File: src/rtl/core/scfp_pkg.sv
`timescale 1ns / 1ps

package scfp_pkg;

  localparam int unsigned MAX_ID_LEN_DEF = 16;
  localparam int unsigned QUEUE_DEPTH_DEF = 4;

  localparam int unsigned TLEN_W = 5;
  localparam logic [TLEN_W-1:0] TLEN_MAX = 5'd31;

  localparam int unsigned CFG_IDX_W = 1;
  localparam int unsigned CFG_DATA_W = 32;
  localparam logic [CFG_IDX_W-1:0] CFG_VERSION_CHARS = 1'b0;
  localparam logic [CFG_IDX_W-1:0] CFG_VERSION_LENGTH = 1'b1;

  localparam logic [7:0] CH_NUL = 8'h00;
  localparam logic [7:0] CH_SEP = 8'h7c;
  localparam logic [7:0] CH_O = 8'h4f;
  localparam logic [7:0] CH_T = 8'h54;
  localparam logic [7:0] CH_P = 8'h50;
  localparam logic [7:0] CH_S = 8'h53;
  localparam logic [7:0] CH_0 = 8'h30;
  localparam logic [7:0] CH_1 = 8'h31;

  localparam logic [3:0] ST_OK = 4'd0;
  localparam logic [3:0] ST_NO_HEADER = 4'd1;
  localparam logic [3:0] ST_BAD_HEADER = 4'd2;
  localparam logic [3:0] ST_NO_VERSION = 4'd3;
  localparam logic [3:0] ST_BAD_VERSION = 4'd4;
  localparam logic [3:0] ST_NO_ID = 4'd5;
  localparam logic [3:0] ST_ID_TOO_LONG = 4'd6;
  localparam logic [3:0] ST_NO_COMMAND = 4'd7;
  localparam logic [3:0] ST_NO_PARAM = 4'd8;
  localparam logic [3:0] ST_UNKNOWN_CMD = 4'd9;
  localparam logic [3:0] ST_BAD_PARAM = 4'd10;
  localparam logic [3:0] ST_ID_MISMATCH = 4'd11;

  localparam logic [2:0] CMD_UNKNOWN = 3'd0;
  localparam logic [2:0] CMD_PAIR = 3'd1;
  localparam logic [2:0] CMD_UNPAIR = 3'd2;
  localparam logic [2:0] CMD_SWITCH_ON = 3'd3;
  localparam logic [2:0] CMD_SWITCH_OFF = 3'd4;

  localparam logic [1:0] KIND_CHAR = 2'd0;
  localparam logic [1:0] KIND_SEP = 2'd1;
  localparam logic [1:0] KIND_SKIP = 2'd2;

  typedef struct packed {
    logic [7:0] text_byte;
    logic       last_byte;
  } in_item_t;

  typedef struct packed {
    logic [3:0] status;
    logic [2:0] command_code;
  } out_item_t;

  typedef struct packed {
    logic [1:0] kind;
    logic [7:0] text_byte;
    logic       last_byte;
  } q_item_t;

  typedef struct packed {
    logic [31:0] chars;
    logic [2:0]  length;
  } ver_cfg_t;

endpackage

File: src/rtl/core/switch_command_frame_parser.sv
`timescale 1ns / 1ps

// Parses switch command texts that arrive one byte per transaction, with the final byte of each
// text marked by last_byte, and returns one registered result (status and command code) per
// text. One byte is accepted every cycle as long as the result side keeps up; a byte marked
// last waits only while a previous result is still stalled at the output. Accepted bytes pass
// through a small queue into the parser, and a result is registered once its last byte is popped.
// The parser takes one byte per cycle unless a last byte waits on a stalled result; the ID memory
// has one write and one read port. The user must write the expected version token and its length
// through the configuration port only while the block is idle; the block does not enforce this.
module switch_command_frame_parser #(
  parameter int unsigned MAX_ID_LEN = scfp_pkg::MAX_ID_LEN_DEF,
  parameter int unsigned QUEUE_DEPTH = scfp_pkg::QUEUE_DEPTH_DEF
) (
  input  logic                               clk,
  input  logic                               rst_n,
  input  logic                               in_valid,
  output logic                               in_stall,
  input  scfp_pkg::in_item_t                  in_data,
  output logic                               out_valid,
  input  logic                               out_stall,
  output scfp_pkg::out_item_t                 out_data,
  input  logic                               cfg_wr_en,
  input  logic [scfp_pkg::CFG_IDX_W-1:0]     cfg_index,
  input  logic [scfp_pkg::CFG_DATA_W-1:0]    cfg_wdata
);

  scfp_pkg::ver_cfg_t ver_r, ver_nxt;
  logic q_full, push, pop, q_valid;
  scfp_pkg::q_item_t push_item, pop_item;

  always_comb begin
    ver_nxt = ver_r;
    if (cfg_wr_en) begin
      case (cfg_index)
        scfp_pkg::CFG_VERSION_CHARS: ver_nxt.chars = cfg_wdata;
        scfp_pkg::CFG_VERSION_LENGTH: ver_nxt.length = cfg_wdata[2:0];
        default: ;
      endcase
    end
  end

  always_ff @(posedge clk) begin
    if (!rst_n) begin
      ver_r.chars <= '0;
      ver_r.length <= 3'd1;
    end else begin
      ver_r <= ver_nxt;
    end
  end

  assign in_stall = q_full;

  scfp_front u_front (
    .clk       (clk),
    .rst_n     (rst_n),
    .in_valid  (in_valid),
    .in_data   (in_data),
    .q_full    (q_full),
    .push      (push),
    .push_item (push_item)
  );

  scfp_queue #(
    .DEPTH(QUEUE_DEPTH)
  ) u_queue (
    .clk       (clk),
    .rst_n     (rst_n),
    .push      (push),
    .push_item (push_item),
    .full      (q_full),
    .pop       (pop),
    .pop_valid (q_valid),
    .pop_item  (pop_item)
  );

  scfp_back #(
    .MAX_ID_LEN(MAX_ID_LEN)
  ) u_back (
    .clk       (clk),
    .rst_n     (rst_n),
    .ver_cfg   (ver_r),
    .q_valid   (q_valid),
    .q_item    (pop_item),
    .pop       (pop),
    .out_valid (out_valid),
    .out_stall (out_stall),
    .out_data  (out_data)
  );

  a_reset_no_result: assert property (@(posedge clk) !rst_n |=> !out_valid)
    else $error("result valid right after reset");

  a_result_from_last: assert property (@(posedge clk) disable iff (!rst_n)
    $rose(out_valid) |-> $past(pop && pop_item.last_byte))
    else $error("result without a last byte");

  a_code_only_ok: assert property (@(posedge clk) disable iff (!rst_n)
    out_valid |-> (out_data.status == scfp_pkg::ST_OK ||
                   out_data.command_code == scfp_pkg::CMD_UNKNOWN))
    else $error("command code set on a failed text");

  a_pop_only_valid: assert property (@(posedge clk) disable iff (!rst_n)
    pop |-> q_valid)
    else $error("queue popped while empty");

endmodule

File: src/rtl/core/scfp_ram.sv
`timescale 1ns / 1ps

module scfp_ram #(
  parameter int unsigned WIDTH = 8,
  parameter int unsigned DEPTH = 32
) (
  input  logic                     clk,
  input  logic                     wr_en,
  input  logic [$clog2(DEPTH)-1:0] wr_addr,
  input  logic [WIDTH-1:0]         wr_data,
  input  logic                     rd_en,
  input  logic [$clog2(DEPTH)-1:0] rd_addr,
  output logic [WIDTH-1:0]         rd_data
);

  logic [WIDTH-1:0] mem_r [DEPTH];
  logic [WIDTH-1:0] rd_data_r;

  always_ff @(posedge clk) begin
    if (wr_en) begin
      mem_r[wr_addr] <= wr_data;
    end
    if (rd_en) begin
      rd_data_r <= mem_r[rd_addr];
    end
  end

  assign rd_data = rd_data_r;

endmodule

File: src/rtl/core/scfp_front.sv
`timescale 1ns / 1ps

module scfp_front (
  input  logic              clk,
  input  logic              rst_n,
  input  logic              in_valid,
  input  scfp_pkg::in_item_t in_data,
  input  logic              q_full,
  output logic              push,
  output scfp_pkg::q_item_t  push_item
);

  logic ended_r;
  logic ended_nxt;
  logic is_nul;

  assign is_nul = (in_data.text_byte == scfp_pkg::CH_NUL);
  assign push = in_valid && !q_full;

  always_comb begin
    push_item.text_byte = in_data.text_byte;
    push_item.last_byte = in_data.last_byte;
    if (ended_r) begin
      push_item.kind = scfp_pkg::KIND_SKIP;
    end else if (is_nul || in_data.text_byte == scfp_pkg::CH_SEP) begin
      push_item.kind = scfp_pkg::KIND_SEP;
    end else begin
      push_item.kind = scfp_pkg::KIND_CHAR;
    end
  end

  always_comb begin
    ended_nxt = ended_r;
    if (push) begin
      ended_nxt = in_data.last_byte ? 1'b0 : (ended_r || is_nul);
    end
  end

  always_ff @(posedge clk) begin
    if (!rst_n) begin
      ended_r <= 1'b0;
    end else begin
      ended_r <= ended_nxt;
    end
  end

endmodule

File: src/rtl/core/scfp_queue.sv
`timescale 1ns / 1ps

module scfp_queue #(
  parameter int unsigned DEPTH = scfp_pkg::QUEUE_DEPTH_DEF
) (
  input  logic              clk,
  input  logic              rst_n,
  input  logic              push,
  input  scfp_pkg::q_item_t  push_item,
  output logic              full,
  input  logic              pop,
  output logic              pop_valid,
  output scfp_pkg::q_item_t  pop_item
);

  localparam int unsigned PW = $clog2(DEPTH);
  localparam int unsigned CW = $clog2(DEPTH + 1);
  localparam logic [PW-1:0] LAST_PTR = PW'(DEPTH - 1);

  scfp_pkg::q_item_t mem_r [DEPTH];
  logic [PW-1:0] wr_ptr_r, wr_ptr_nxt;
  logic [PW-1:0] rd_ptr_r, rd_ptr_nxt;
  logic [CW-1:0] count_r, count_nxt;

  assign full = (count_r == CW'(DEPTH));
  assign pop_valid = (count_r != '0);
  assign pop_item = mem_r[rd_ptr_r];

  always_comb begin
    wr_ptr_nxt = wr_ptr_r;
    rd_ptr_nxt = rd_ptr_r;
    count_nxt = count_r;
    if (push) begin
      wr_ptr_nxt = (wr_ptr_r == LAST_PTR) ? '0 : wr_ptr_r + 1'b1;
    end
    if (pop) begin
      rd_ptr_nxt = (rd_ptr_r == LAST_PTR) ? '0 : rd_ptr_r + 1'b1;
    end
    if (push && !pop) begin
      count_nxt = count_r + 1'b1;
    end else if (pop && !push) begin
      count_nxt = count_r - 1'b1;
    end
  end

  always_ff @(posedge clk) begin
    if (push) begin
      mem_r[wr_ptr_r] <= push_item;
    end
  end

  always_ff @(posedge clk) begin
    if (!rst_n) begin
      wr_ptr_r <= '0;
      rd_ptr_r <= '0;
      count_r <= '0;
    end else begin
      wr_ptr_r <= wr_ptr_nxt;
      rd_ptr_r <= rd_ptr_nxt;
      count_r <= count_nxt;
    end
  end

endmodule

File: src/rtl/core/scfp_back.sv
`timescale 1ns / 1ps

module scfp_back #(
  parameter int unsigned MAX_ID_LEN = scfp_pkg::MAX_ID_LEN_DEF
) (
  input  logic               clk,
  input  logic               rst_n,
  input  scfp_pkg::ver_cfg_t  ver_cfg,
  input  logic               q_valid,
  input  scfp_pkg::q_item_t   q_item,
  output logic               pop,
  output logic               out_valid,
  input  logic               out_stall,
  output scfp_pkg::out_item_t out_data
);

  localparam logic [2:0] PH_HEADER = 3'd0;
  localparam logic [2:0] PH_VERSION = 3'd1;
  localparam logic [2:0] PH_ID = 3'd2;
  localparam logic [2:0] PH_COMMAND = 3'd3;
  localparam logic [2:0] PH_PARAM = 3'd4;
  localparam logic [2:0] PH_DONE = 3'd5;

  localparam int unsigned AW = $clog2(2 * MAX_ID_LEN);
  localparam logic [scfp_pkg::TLEN_W-1:0] POS_LIMIT = scfp_pkg::TLEN_W'(MAX_ID_LEN);

  typedef struct packed {
    logic [2:0]                   phase;
    logic [scfp_pkg::TLEN_W-1:0]  tlen;
    logic                         insep;
    logic [3:0]                   err;
    logic                         tmatch;
    logic                         eq;
    logic [7:0]                   cmd;
    logic [7:0]                   par;
    logic [1:0]                   flags;
    logic [scfp_pkg::TLEN_W-1:0]  rxlen;
  } pst_t;

  localparam pst_t PST_CLEAR = '{
    phase: PH_HEADER, tlen: '0, insep: 1'b1, err: scfp_pkg::ST_OK, tmatch: 1'b1,
    eq: 1'b1, cmd: '0, par: '0, flags: '0, rxlen: '0
  };

  function automatic pst_t finish_tok(input pst_t s, input logic [2:0] vlen,
                                      input logic [scfp_pkg::TLEN_W-1:0] slen);
    pst_t r;
    r = s;
    if (!s.insep) begin
      r.insep = 1'b1;
      case (s.phase)
        PH_HEADER: begin
          if (!(s.tmatch && s.tlen == 5'd2)) r.err = scfp_pkg::ST_BAD_HEADER;
        end
        PH_VERSION: begin
          if (!(s.tmatch && s.tlen == {2'b00, vlen})) r.err = scfp_pkg::ST_BAD_VERSION;
        end
        PH_ID: begin
          r.rxlen = s.tlen;
          if (s.tlen != slen) r.eq = 1'b0;
        end
        PH_COMMAND: begin
          if (s.tlen == 5'd1) r.flags[0] = 1'b1;
        end
        PH_PARAM: begin
          if (s.tlen == 5'd1) r.flags[1] = 1'b1;
        end
        default: ;
      endcase
      if (s.phase < PH_DONE) r.phase = s.phase + 3'd1;
    end
    return r;
  endfunction

  pst_t st_r, st_nxt;
  logic sel_r, sel_nxt;
  logic [scfp_pkg::TLEN_W-1:0] slen_r, slen_nxt;
  logic pend_r, pend_nxt;
  logic [7:0] pend_byte_r;
  logic out_valid_r, out_valid_nxt;
  scfp_pkg::out_item_t out_data_r, out_data_nxt;

  logic ram_we, ram_re;
  logic [AW-1:0] ram_wr_addr, ram_rd_addr;
  logic [7:0] ram_rd_data;

  logic [scfp_pkg::TLEN_W-1:0] pos;
  logic [7:0] b;
  logic id_full, p1, p0;
  pst_t s;

  assign b = q_item.text_byte;
  assign pop = q_valid && !(q_item.last_byte && out_valid_r && out_stall);

  always_comb begin
    s = st_r;
    s.eq = st_r.eq && !(pend_r && ram_rd_data != pend_byte_r);
    sel_nxt = sel_r;
    slen_nxt = slen_r;
    pend_nxt = 1'b0;
    ram_we = 1'b0;
    ram_re = 1'b0;
    pos = s.insep ? '0 : s.tlen;
    id_full = 1'b0;
    p1 = 1'b0;
    p0 = 1'b0;
    out_data_nxt = out_data_r;
    out_valid_nxt = out_stall ? out_valid_r : 1'b0;
    if (pop) begin
      if (q_item.kind != scfp_pkg::KIND_SKIP && s.err == scfp_pkg::ST_OK) begin
        if (q_item.kind == scfp_pkg::KIND_SEP) begin
          s = finish_tok(s, ver_cfg.length, slen_r);
        end else begin
          if (s.insep) begin
            s.insep = 1'b0;
            s.tmatch = 1'b1;
            s.tlen = '0;
            if (s.phase == PH_ID) s.eq = 1'b1;
          end
          case (s.phase)
            PH_HEADER: begin
              if (pos >= 5'd2 || b != ((pos == '0) ? scfp_pkg::CH_O : scfp_pkg::CH_T)) begin
                s.tmatch = 1'b0;
              end
            end
            PH_VERSION: begin
              if (pos >= 5'd4 || b != ver_cfg.chars[{pos[1:0], 3'b000} +: 8]) begin
                s.tmatch = 1'b0;
              end
            end
            PH_ID: begin
              if (pos >= POS_LIMIT) begin
                s.err = scfp_pkg::ST_ID_TOO_LONG;
                id_full = 1'b1;
              end else begin
                ram_we = 1'b1;
                if (pos >= slen_r) begin
                  s.eq = 1'b0;
                end else begin
                  ram_re = 1'b1;
                  pend_nxt = 1'b1;
                end
              end
            end
            PH_COMMAND: begin
              if (pos == '0) s.cmd = b;
            end
            PH_PARAM: begin
              if (pos == '0) s.par = b;
            end
            default: ;
          endcase
          if (!id_full && s.tlen != scfp_pkg::TLEN_MAX) s.tlen = s.tlen + 5'd1;
        end
      end
      if (q_item.last_byte) begin
        if (s.err == scfp_pkg::ST_OK) s = finish_tok(s, ver_cfg.length, slen_r);
        p1 = s.flags[1] && s.par == scfp_pkg::CH_1;
        p0 = s.flags[1] && s.par == scfp_pkg::CH_0;
        out_data_nxt.command_code = scfp_pkg::CMD_UNKNOWN;
        if (s.err != scfp_pkg::ST_OK) begin
          out_data_nxt.status = s.err;
        end else if (s.phase != PH_DONE) begin
          case (s.phase)
            PH_HEADER: out_data_nxt.status = scfp_pkg::ST_NO_HEADER;
            PH_VERSION: out_data_nxt.status = scfp_pkg::ST_NO_VERSION;
            PH_ID: out_data_nxt.status = scfp_pkg::ST_NO_ID;
            PH_COMMAND: out_data_nxt.status = scfp_pkg::ST_NO_COMMAND;
            default: out_data_nxt.status = scfp_pkg::ST_NO_PARAM;
          endcase
        end else if (!s.flags[0] || (s.cmd != scfp_pkg::CH_P && s.cmd != scfp_pkg::CH_S)) begin
          out_data_nxt.status = scfp_pkg::ST_UNKNOWN_CMD;
        end else if (!p1 && !p0) begin
          out_data_nxt.status = scfp_pkg::ST_BAD_PARAM;
        end else if (s.cmd == scfp_pkg::CH_P) begin
          out_data_nxt.status = scfp_pkg::ST_OK;
          if (p1) begin
            sel_nxt = !sel_r;
            slen_nxt = s.rxlen;
            out_data_nxt.command_code = scfp_pkg::CMD_PAIR;
          end else begin
            slen_nxt = '0;
            out_data_nxt.command_code = scfp_pkg::CMD_UNPAIR;
          end
        end else if (!s.eq) begin
          out_data_nxt.status = scfp_pkg::ST_ID_MISMATCH;
        end else begin
          out_data_nxt.status = scfp_pkg::ST_OK;
          out_data_nxt.command_code = p1 ? scfp_pkg::CMD_SWITCH_ON : scfp_pkg::CMD_SWITCH_OFF;
        end
        out_valid_nxt = 1'b1;
        s = PST_CLEAR;
        pend_nxt = 1'b0;
      end
    end
    st_nxt = s;
  end

  // The new ID goes to the bank that is not selected; the stored ID is read from the selected one.
  assign ram_wr_addr = sel_r ? AW'(pos) : AW'(MAX_ID_LEN) + AW'(pos);
  assign ram_rd_addr = sel_r ? AW'(MAX_ID_LEN) + AW'(pos) : AW'(pos);

  scfp_ram #(
    .WIDTH(8),
    .DEPTH(2 * MAX_ID_LEN)
  ) u_id_ram (
    .clk     (clk),
    .wr_en   (ram_we),
    .wr_addr (ram_wr_addr),
    .wr_data (b),
    .rd_en   (ram_re),
    .rd_addr (ram_rd_addr),
    .rd_data (ram_rd_data)
  );

  always_ff @(posedge clk) begin
    if (!rst_n) begin
      st_r <= PST_CLEAR;
      sel_r <= 1'b0;
      slen_r <= '0;
      pend_r <= 1'b0;
      out_valid_r <= 1'b0;
    end else begin
      st_r <= st_nxt;
      sel_r <= sel_nxt;
      slen_r <= slen_nxt;
      pend_r <= pend_nxt;
      out_valid_r <= out_valid_nxt;
    end
  end

  always_ff @(posedge clk) begin
    pend_byte_r <= b;
    out_data_r <= out_data_nxt;
  end

  assign out_valid = out_valid_r;
  assign out_data = out_data_r;

endmodule
File: config.mk
export PLATFORM = sky130hd
export DESIGN_NAME = switch_command_frame_parser
export DESIGN_NICKNAME = d
export VERILOG_FILES = /design/src/rtl/core/scfp_pkg.sv /design/src/rtl/core/switch_command_frame_parser.sv /design/src/rtl/core/scfp_ram.sv /design/src/rtl/core/scfp_front.sv /design/src/rtl/core/scfp_queue.sv /design/src/rtl/core/scfp_back.sv
export SDC_FILE = /design/constraint.sdc
export NUM_CORES = 1
export LEC_CHECK = 0
export ABC_AREA = 1
export BUFFER_PORTS_ARGS = -buffer_cell sky130_fd_sc_hd__clkbuf_2
export CORE_ASPECT_RATIO = 0.75
export CORE_UTILIZATION = 65
export CTS_CLUSTER_SIZE = 10
export DETAILED_ROUTE_END_ITERATION = 8
export PLACE_DENSITY = 0.91
export SYNTH_ARGS = -nofsm -noshare
export SYNTH_HDL_FRONTEND = slang
export SYNTH_HIERARCHICAL = 1
export SYNTH_SLANG_ARGS = --single-unit
File: constraint.sdc
create_clock -name clk -period 8.05 [get_ports clk]
set_clock_uncertainty 0.15 [all_clocks]
set_input_delay 1.2075 -clock clk [delete_from_list [all_inputs] [get_ports clk]]
set_output_delay 1.2075 -clock clk [all_outputs]
set_load 0.1 [all_outputs]
* Yosys cells after proc, flatten, opt, wreduce, memory -nomap -nowiden *
Memories as Yosys holds them, arrays and structs flattened. A register that Yosys moved wholly into a read port is not among the register bits.
Cells that the tools add are included.

operators by class
  add/sub/neg operators = 8
  order comparisons = 6
  eq/ne operators = 35
  shifts and indexed selects = 1
  mux-type cells = 106
  bitwise gates (word level) = 7
  reductions and logical operators = 50

operator list
  cell                                            count
  two-way mux 38 bit                              6
  two-way mux 4 bit                               13
  two-way mux 1 bit                               45
  two-way mux 5 bit                               8
  two-way mux 8 bit                               4
  indexed part select 32 x 6 -> 8 bit             1
  two-way mux 28 bit                              1
  two-way mux 7 bit                               4
  two-way mux 3 bit                               9
  two-way mux 24 bit                              1
  two-way mux 6 bit                               4
  != test 8 bit                                   3
  == test 3 x 2 -> 1 bit (second input constant)  6
  logical AND 1 bit                               18
  == test 8 x 6 -> 1 bit (second input constant)  2
  == test 8 x 7 -> 1 bit (second input constant)  2
  != test 8 x 7 -> 1 bit (second input constant)  2
  one-hot mux 4 bit (2 select lines)              2
  one-hot mux 4 bit (4 select lines)              1
  two-way mux 2 bit                               7
  == test 5 x 1 -> 1 bit (second input constant)  2
  == test 5 x 2 -> 1 bit (second input constant)  2
  == test 5 x 3 -> 1 bit                          2
  zero test 1 bit                                 10
  33 further kinds                                58

word-level totals
  register bits after elaboration = 104
  RAM bits = 300
  output and inout port bits = 9
  word-level logic and storage cells = 238
  memories = 2

memories
  memory                 words  width  rd ports  clocked after Yosys merged registers in  wr ports  line              source
  u_back.u_id_ram.mem_r  32     8      1         1                                        1         scfp_ram.sv:16    logic [WIDTH-1:0] mem_r [DEPTH];
  u_queue.mem_r          4      11     1         1                                        1         scfp_queue.sv:20  scfp_pkg::q_item_t mem_r [DEPTH];

* Logic depth before layout (Yosys ltp) *
Gate-level depths: netlist (run 1).

  word-level depth = 30
  gate-level depth with buffers = 26

* Hierarchy *
Netlist (run 1), hierarchy kept.

by module, submodules not included
  module                       instances  cells each  area an instance (um^2)  sequential area each (um^2)
  scfp_ram                     1          922         10866.7                  7927.6
  scfp_back                    1          748         4633.2                   1291.2
  scfp_queue                   1          167         2090.8                   1501.4
  switch_command_frame_parser  1          223         1512.7                   700.7
  scfp_front                   1          33          200.2                    20.0

* Least setup slack after synthesis (run 1) *
No wires, ideal clock.

  path type = reg-to-reg
  start = register u_queue.count_r[0]
  end = register u_queue.count_r[1]
  arrival time = 3745 ps
  slack = 4039 ps
  stages on the path, launching flop included = 8
  path buffers = 0
  period minus slack after synthesis = 4011 ps
  path through = dfxtp_1 > nor3_1 > nor2_4 > ha_1 > inv_1 > fa_1 > o21ai_0 > nor2_1

on the way
  elaborated cells on any way between the ends = 14
  those cells by class = add/sub: 2; eq/ne: 1; mux: 2; reduce/logical: 9

RTL lines
  item                      line                               source
  from (decl)               scfp_queue.sv:23                   logic [CW-1:0] count_r, count_nxt;
  from (signal assigned)    scfp_queue.sv:60                   count_r <= count_nxt;
  == test 3 bit             scfp_queue.sv:25                   assign full = (count_r == CW'(DEPTH));
  via in_stall              switch_command_frame_parser.sv:18  output logic in_stall,
  zero test 1 bit           scfp_front.sv:18                   assign push = in_valid && !q_full;
  logical AND 1 bit         scfp_front.sv:18
  via push                  switch_command_frame_parser.sv:29  logic q_full, push, pop, q_valid;
  logical AND 1 bit         scfp_queue.sv:39                   if (push && !pop) begin
  two-way mux 3 bit         scfp_queue.sv:39
  via u_queue.count_nxt[1]  scfp_queue.sv:23

The timed path passes the listed nets, and every way through them passes these cells. The select of a mux whose other input is x is not followed.
A chain may end at the register's enable or synchronous reset.

==> qor.csv, run 1 <==
metric,value,unit
outcome,"complete, no violations",
cellLeakagePower,0.00838,uW
synth_seq_cells,414,
cts_tree,yes,
postSynthAreaPerCell,9.22,um2
power_frac_seq,42.7,%
drc,0,
setup-tns-final,0,ns
grt_max_degree,139,
power.switching,2260,uW
cts_buffers,47,
drtIter0Drc,2277,
antenna_cells,0,
final.min_clock_period,4.57,ns
root_buffer,clkbuf_16,
finalCritPeriodShare,56.8,%
swShare,35.0,%
rsz0062_at_grt,false,
antenna_found_initial,1,
endpoint_kind,register,
whs,0.320,ns
clkTransAtPathRegs,0.06,ns
worstSkewPairLatency,0.56,ns
setup_ws,3.48,ns
hold_path_class,reg2reg,
crit_path_max_fanout,23,
post_drt_wl_per_cell,19.1,um
vias,15400,
dp_slack,3.70,ns
grt_overflow_total,0,
synth-main-ff-cell,edfxtp_1,
clkPwrFrac,30.3,%
area_growth,8.35,%
synth_edf_count,315,
cts_sinks,414,
synthArstFlopShare,0,%
max_slew_margin,16.5,%
fill_cells,2029,
nets,2182,
die_area,30400,um2
setup_viol,0,
routed_wl,48400,um
synth_top_area_share,49.0,%
drv_cap,0,
die_h,151,um
total_power,6460,uW
cts_max_level,2,
dp_hpwl,30100,um
fmax,0.219,GHz
tightestPinTransition,1.25,ns
layout-drive-gt1-share,8.76,%
yosysTopAreaCell,edfxtp_1,
worstPathRequired,8.08,ns
portBuffers,55,
hold_violations,0,
slew_violations,0,
grt_pass1_vias,14200,
place_congestion,0.954,
post_cts_buffers,0,
p_comb_share,27.1,%
seq_area_frac_synth,59.3,%
row_count,54,
cts_buffer_depth,3,
core,29100,um2
power-per-cell-area,309,nW/um2
path_class,reg2reg,
finish.utilization,71.8,%
syn_area,19300,um2
grt_pass1_wl,75200,um
grt.total_usage,31.9,%
vias_per_cell,6.07,
cts_resized,0,
synth_cells,2093,
cp.arrival,4.60,ns
syn_nets,2164,
synth_cell_type_count,45,
yosys_warnings,6,
die_w,201,um
initial_core_util,66.3,%
postCtsHoldBufs,0,
antenna_left,0,
irDropWorstVdd,0.220,mV
dr.pass1.iters,6,
cp-start-kind,register,
boundaryPins,56,
synth_area_leaders,"edfxtp_1, nand2_1, dfxtp_1",
p_int,4190,uW
-- final timing paths --
path                           startpoint                                      to  slack [ns]  cells past startpoint
min          u_back/st_r[13]$_SDFFE_PN0P_            u_back/st_r[13]$_SDFFE_PN0P_        0.32                      2
max                              register  u_back/u_id_ram/mem_r[27][4]$_DFFE_PP_        3.48                     10
min reg2reg  u_back/st_r[13]$_SDFFE_PN0P_            u_back/st_r[13]$_SDFFE_PN0P_        0.32                      2
max reg2reg                      register  u_back/u_id_ram/mem_r[27][4]$_DFFE_PP_        3.48                     10
-- logic make-up after synthesis --
| family | Yosys count | synth area share [%] |
|---|---|---|
| DFF | 414 | 59.3 |
| xor gates and xnor gates | 14 | 0.635 |
| and+or+nand+nor | 1225 | 27.2 |
| buffers and inverters | 272 | 7.11 |
| AOI/OAI and AO/OA | 144 | 4.14 |
| adders and majority gates | 24 | 1.59 |
-- per-stage QoR --
stage,instance area (um2),std cells
global placement,19500,2454
floorplan,19300,2093
finish,20900,2539
detailed placement,19500,2454
CTS,20900,2539
global route,20900,2539
-- registers in the layout (all words and copies together) (netlist names), named ones only --
signal                   count
u_back/st_r                 38
u_front/ended_r              1
u_back/out_data              7
u_queue/mem_r               44
u_back/pend_byte_r           8
u_back/u_id_ram/rd_data      8
u_back/pend_r                1
ver_r                       35
u_queue/count_r              3
u_back/sel_r                 1
u_back/u_id_ram/mem_r      256
u_back/out_valid             1
u_queue/rd_ptr_r             2
u_back/slen_r                5
u_queue/wr_ptr_r             2
-- Yosys cell counts (3+ instances only) --
library cell / instances
nor2_4: 8
nand2_1: 658
nand4_1: 14
clkbuf_1: 16
nor2_1: 193
buf_2: 29
nor3_1: 7
nand2_2: 7
or2_2: 4
buf_1: 4
a21oi_1: 44
o211ai_1: 5
nand3b_1: 3
inv_2: 12
nor3_2: 3
xor2_1: 6
o22ai_1: 16
nor2_2: 6
edfxtp_1: 315
buf_6: 31
nand3_2: 3
ha_1: 23
a21oi_2: 3
nand3_1: 310
nand3_4: 3
o21ai_1: 35
o21ai_0: 30
inv_1: 156
buf_4: 22
dfxtp_1: 99
xnor2_1: 8
-- final cells by class --
type,count,area (um2),share of cell area (%)
well taps,392,490,2.34
repair buffers,71,408,1.95
inverters,170,639,3.06
clock inverters,2,25.0,0.120
clock buffers,83,1360,6.52
multi-input cells,1407,6550,31.3
flip-flops and latches,414,11400,54.7
-- power groups by stage --
stage	registers, uW	clock network (uW)	logic (uW)
floorplan	2900	0	1050
global placement	2790	0	1620
detailed placement	2790	0	1680
CTS	2750	1960	1700
global route	2770	2050	1880
finish	2760	1950	1750
-- layout by cell type, fill, tap and decap left out, types with 9 or more instances in the layout --
master / n
o21ai_1: 34
nand4_1: 14
o21ai_0: 30
dfxtp_1: 99
nand2_1: 658
nor2_1: 193
clkbuf_1: 33
clkbuf_16: 49
edfxtp_1: 315
a21oi_1: 44
clkbuf_2: 55
nand3_1: 310
ha_1: 23
nor2_4: 9
inv_1: 156
buf_4: 15
inv_2: 11
-- critical path, cell delays in order, from the launching register on --
cell	delay, ns
dfxtp_1	0.81
inv_2	0.36
o21ai_1	0.23
o22ai_1	0.11
nand2_1	0.10
nand4_1	0.35
nor3_1	0.34
inv_1	0.08
nor2_1	0.24
nand3_1	0.54
nor2_1	0.87
-- routing by layer --
| metal | up-vias | GRT usage (%) | routed length [um] |
|---|---|---|---|
| li1 | 6985 | - | - |
| met1 | 7200 | 45.0 | 19300 |
| met2 | 1082 | 49.5 | 21700 |
| met3 | 142 | 6.41 | 6060 |
| met4 | 0 | 11.3 | 1380 |
| met5 | - | 0 | 0 |
(Power assumes the default switching activity.)
==> inputs of run 2 (changes only) <==
- CORE_UTILIZATION: 65 -> 56
- PLACE_DENSITY: 0.91 -> 0.84
- clock period: 8.05 -> 3.7 ns (I/O delays scaled with it)
==> run 2 against run 1 <==
  * Non-clock buffer count rose by 40
  * Clock power rose by 110%
  * Via count fell by 2.0%
  * Wire length barely moved
  * Maximum frequency rose by 34%
  * First-iteration DRC count fell by 13%
==> qor.csv, run 2 (same netlist as run 1, synthesis figures left out) <==
metric,value,unit,change
top_register,u_back/u_id_ram/mem_r,,unchanged
vias,15100,,was 15400
drt-met1-wl,20500,um,was 19300 um
dp_hpwl,31300,um,was 30100 um
boundaryPins,56,,unchanged
clkTransAtPathRegs,0.06,ns,about the same
irDropWorstVdd,0.446,mV,was 0.220 mV
die_w,216,um,was 201 um
hold_path_class,in2reg,,was reg2reg
crit_end,u_back/slen_r[4]$_SDFFE_PN0P_,,was u_back/u_id_ram/mem_r[27][4]$_DFFE_PP_
row_count,58,,was 54
final.min_clock_period,3.41,ns,was 4.57 ns
startpoint,u_back/st_r[29]$_SDFFE_PN1P_,,
cts_buffer_depth,3,,unchanged
initial_core_util,57.2,%,was 66.3%
tightestPinTransition,0.960,ns,was 1.25 ns
routed_wl,48400,um,about the same
vias_per_cell,5.74,,was 6.07
grt_pass1_wl,75300,um,was 75200 um
cts_buffers,47,,unchanged
worstSkewPairLatency,0.57,ns,was 0.56 ns
grt_overflow_total,0,,unchanged
dp_cells,2549,,was 2454
r2r-start,u_back/st_r[29]$_SDFFE_PN1P_,,
cellLeakagePower,0.00855,uW,was 0.00838 uW
dr.pass1.iters,6,,unchanged
die_area,35200,um2,was 30400 um2
antenna_found_initial,0,,was 1
nets,2222,,was 2182
crit_chain,inv_2 -> buf_4 -> nand2_4 -> buf_4 -> nand2_2 -> nor2_4 -> nand3_2 -> o21ai_1 -> nand2_1 -> nor3_2 -> nand3_2 -> nor2_1 -> nand4_1 -> a21oi_1,,was inv_2 -> o21ai_1 -> o22ai_1 -> nand2_1 -> nand4_1 -> nor3_1 -> inv_1 -> nor2_1 -> nand3_1 -> nor2_1
crit_path_max_fanout,16,,was 23
drv_cap,0,,unchanged
drc,0,,unchanged
endpoint_kind,register,,unchanged
cts_tree,yes,,unchanged
power-per-cell-area,662,nW/um2,was 309 nW/um2
cp.arrival,3.72,ns,was 4.60 ns
place_congestion,0.991,,was 0.954
grt_pass1_vias,14200,,about the same
setup-tns-final,0,ns,unchanged
rr_worst_depth,14,,was 10
antenna_cells,0,,unchanged
finalCritPeriodShare,92.3,%,was 56.8%
highest_layer,met4,,unchanged
fill_cells,2677,,was 2029
wl_met2,22100,um,was 21700 um
layout-drive-gt1-share,10.6,%,was 8.76%
antenna_left,0,,unchanged
cp_slowest_cell,dfxtp_1,,was nor2_1
instances_no_fill,2630,,was 2539
reg.largest.list,"u_back/u_id_ram/mem_r: 256 flops, u_queue/mem_r: 44 flops, u_back/st_r: 38 flops",,unchanged
root_buffer,clkbuf_16,,unchanged
cts_max_level,2,,unchanged
critPathMaxStageDelay,0.51,ns,was 0.87 ns
portBuffers,55,,unchanged
core,33700,um2,was 29100 um2
layout_common_cells,"nand2_1, edfxtp_1, nand3_1",,unchanged
postCtsHoldBufs,0,,unchanged
drtIter0Drc,1989,,was 2277
grt.total_usage,27.3,%,was 31.9%
worstPathRequired,4.01,ns,was 8.08 ns
post_drt_wl_per_cell,18.4,um,was 19.1 um
die_h,163,um,was 151 um
cp-start-kind,register,,unchanged
slew_violations,0,,unchanged
outcome,"complete, no violations",,unchanged
final_common_cell,nand2_1,,unchanged
hold_violations,0,,unchanged
r2r_setup_slack,0.29,ns,was 3.48 ns
rr_endpoint,u_back/slen_r[4]$_SDFFE_PN0P_,,was u_back/u_id_ram/mem_r[27][4]$_DFFE_PP_
cts_sinks,414,,unchanged
max_slew_margin,35.9,%,was 16.5%
design_area,21300,um2,was 20900 um2
largest_reg_flops,256,,unchanged
path_class,reg2reg,,unchanged
setup_viol,0,,unchanged
total_power,14100,uW,was 6460 uW
area_growth,10.2,%,was 8.35%
fmax,0.293,GHz,was 0.219 GHz
post_dp_cell_area,19900,um2,was 19500 um2
route.met3.wl,4730,um,was 6060 um
grt_max_degree,74,,was 139
## run 2: routing by layer
metal / GRT usage [%] / up-vias
met3: 4.16 / 93
met2: 42.9 / 812
li1: - / 7071
met4: 8.35 / 0
met1: 39.3 / 7121
met5: 0 / -
## run 2: power by group
group / switching, uW / internal, uW / total, uW / leakage (uW)
Combinational: 3070 / 985 / 4050 / 0.00427
Clock: 1740 / 2360 / 4110 / 0.000632
Sequential: 125 / 5810 / 5930 / 0.00365
## run 2: layout make-up
type / instances / area (um2) / share of cell area (%)
Sequential cell: 414 / 11400 / 53.8
Multi-Input combinational cell: 1407 / 6570 / 30.9
Clock buffer: 74 / 1290 / 6.05
Timing Repair Buffer: 111 / 746 / 3.51
Inverter: 170 / 639 / 3.01
Tap cell: 450 / 563 / 2.65
Clock inverter: 4 / 30.0 / 0.141
## run 2: timing repair
action / CTS / global route
resized for setup: 0 / 5
setup buffers: 0 / 2
endpoints found under the setup margin: 0 / 11
## run 2: worst max-delay path, delay by kind of cell (launching register included)
kind | cells | cell delay [ns]
simple gates | 9 | 1.61
flops | 1 | 0.51
compound gates | 2 | 0.48
buf+inv | 3 | 0.56
## run 2: per-stage QoR
stage          utilization, %  setup WS, ns  hold slack [ns]
3_5_place_dp             58.9         0.257            0.309
2_1_floorplan               -         0.241            0.292
4_1_cts                  62.8         0.242           0.0753
6_report                 63.0         0.287           0.0839
5_1_grt                  63.0     -0.000891            0.100
3_3_place_gp             58.9         0.374            0.302
## run 2: worst min path at each step
| stage | from | endpoint | slack, ns | cells after the start |
|---|---|---|---|---|
| after floorplan | u_back/st_r[1]$_SDFFE_PN0P_ | u_back/st_r[1]$_SDFFE_PN0P_ | 0.29 | 2 |
| after global placement | u_back/st_r[11]$_SDFFE_PN0P_ | u_back/st_r[11]$_SDFFE_PN0P_ | 0.30 | 2 |
| after detailed placement | u_back/st_r[11]$_SDFFE_PN0P_ | u_back/st_r[11]$_SDFFE_PN0P_ | 0.31 | 2 |
| after CTS | cfg_wdata[0] | ver_r[0]$_SDFFE_PN1P_ | 0.08 | 3 |
| after global routing | in_data[5] | u_queue/mem_r[1][5]$_DFFE_PP_ | 0.1 | 1 |
| final | cfg_wdata[0] | ver_r[0]$_SDFFE_PN1P_ | 0.08 | 3 |
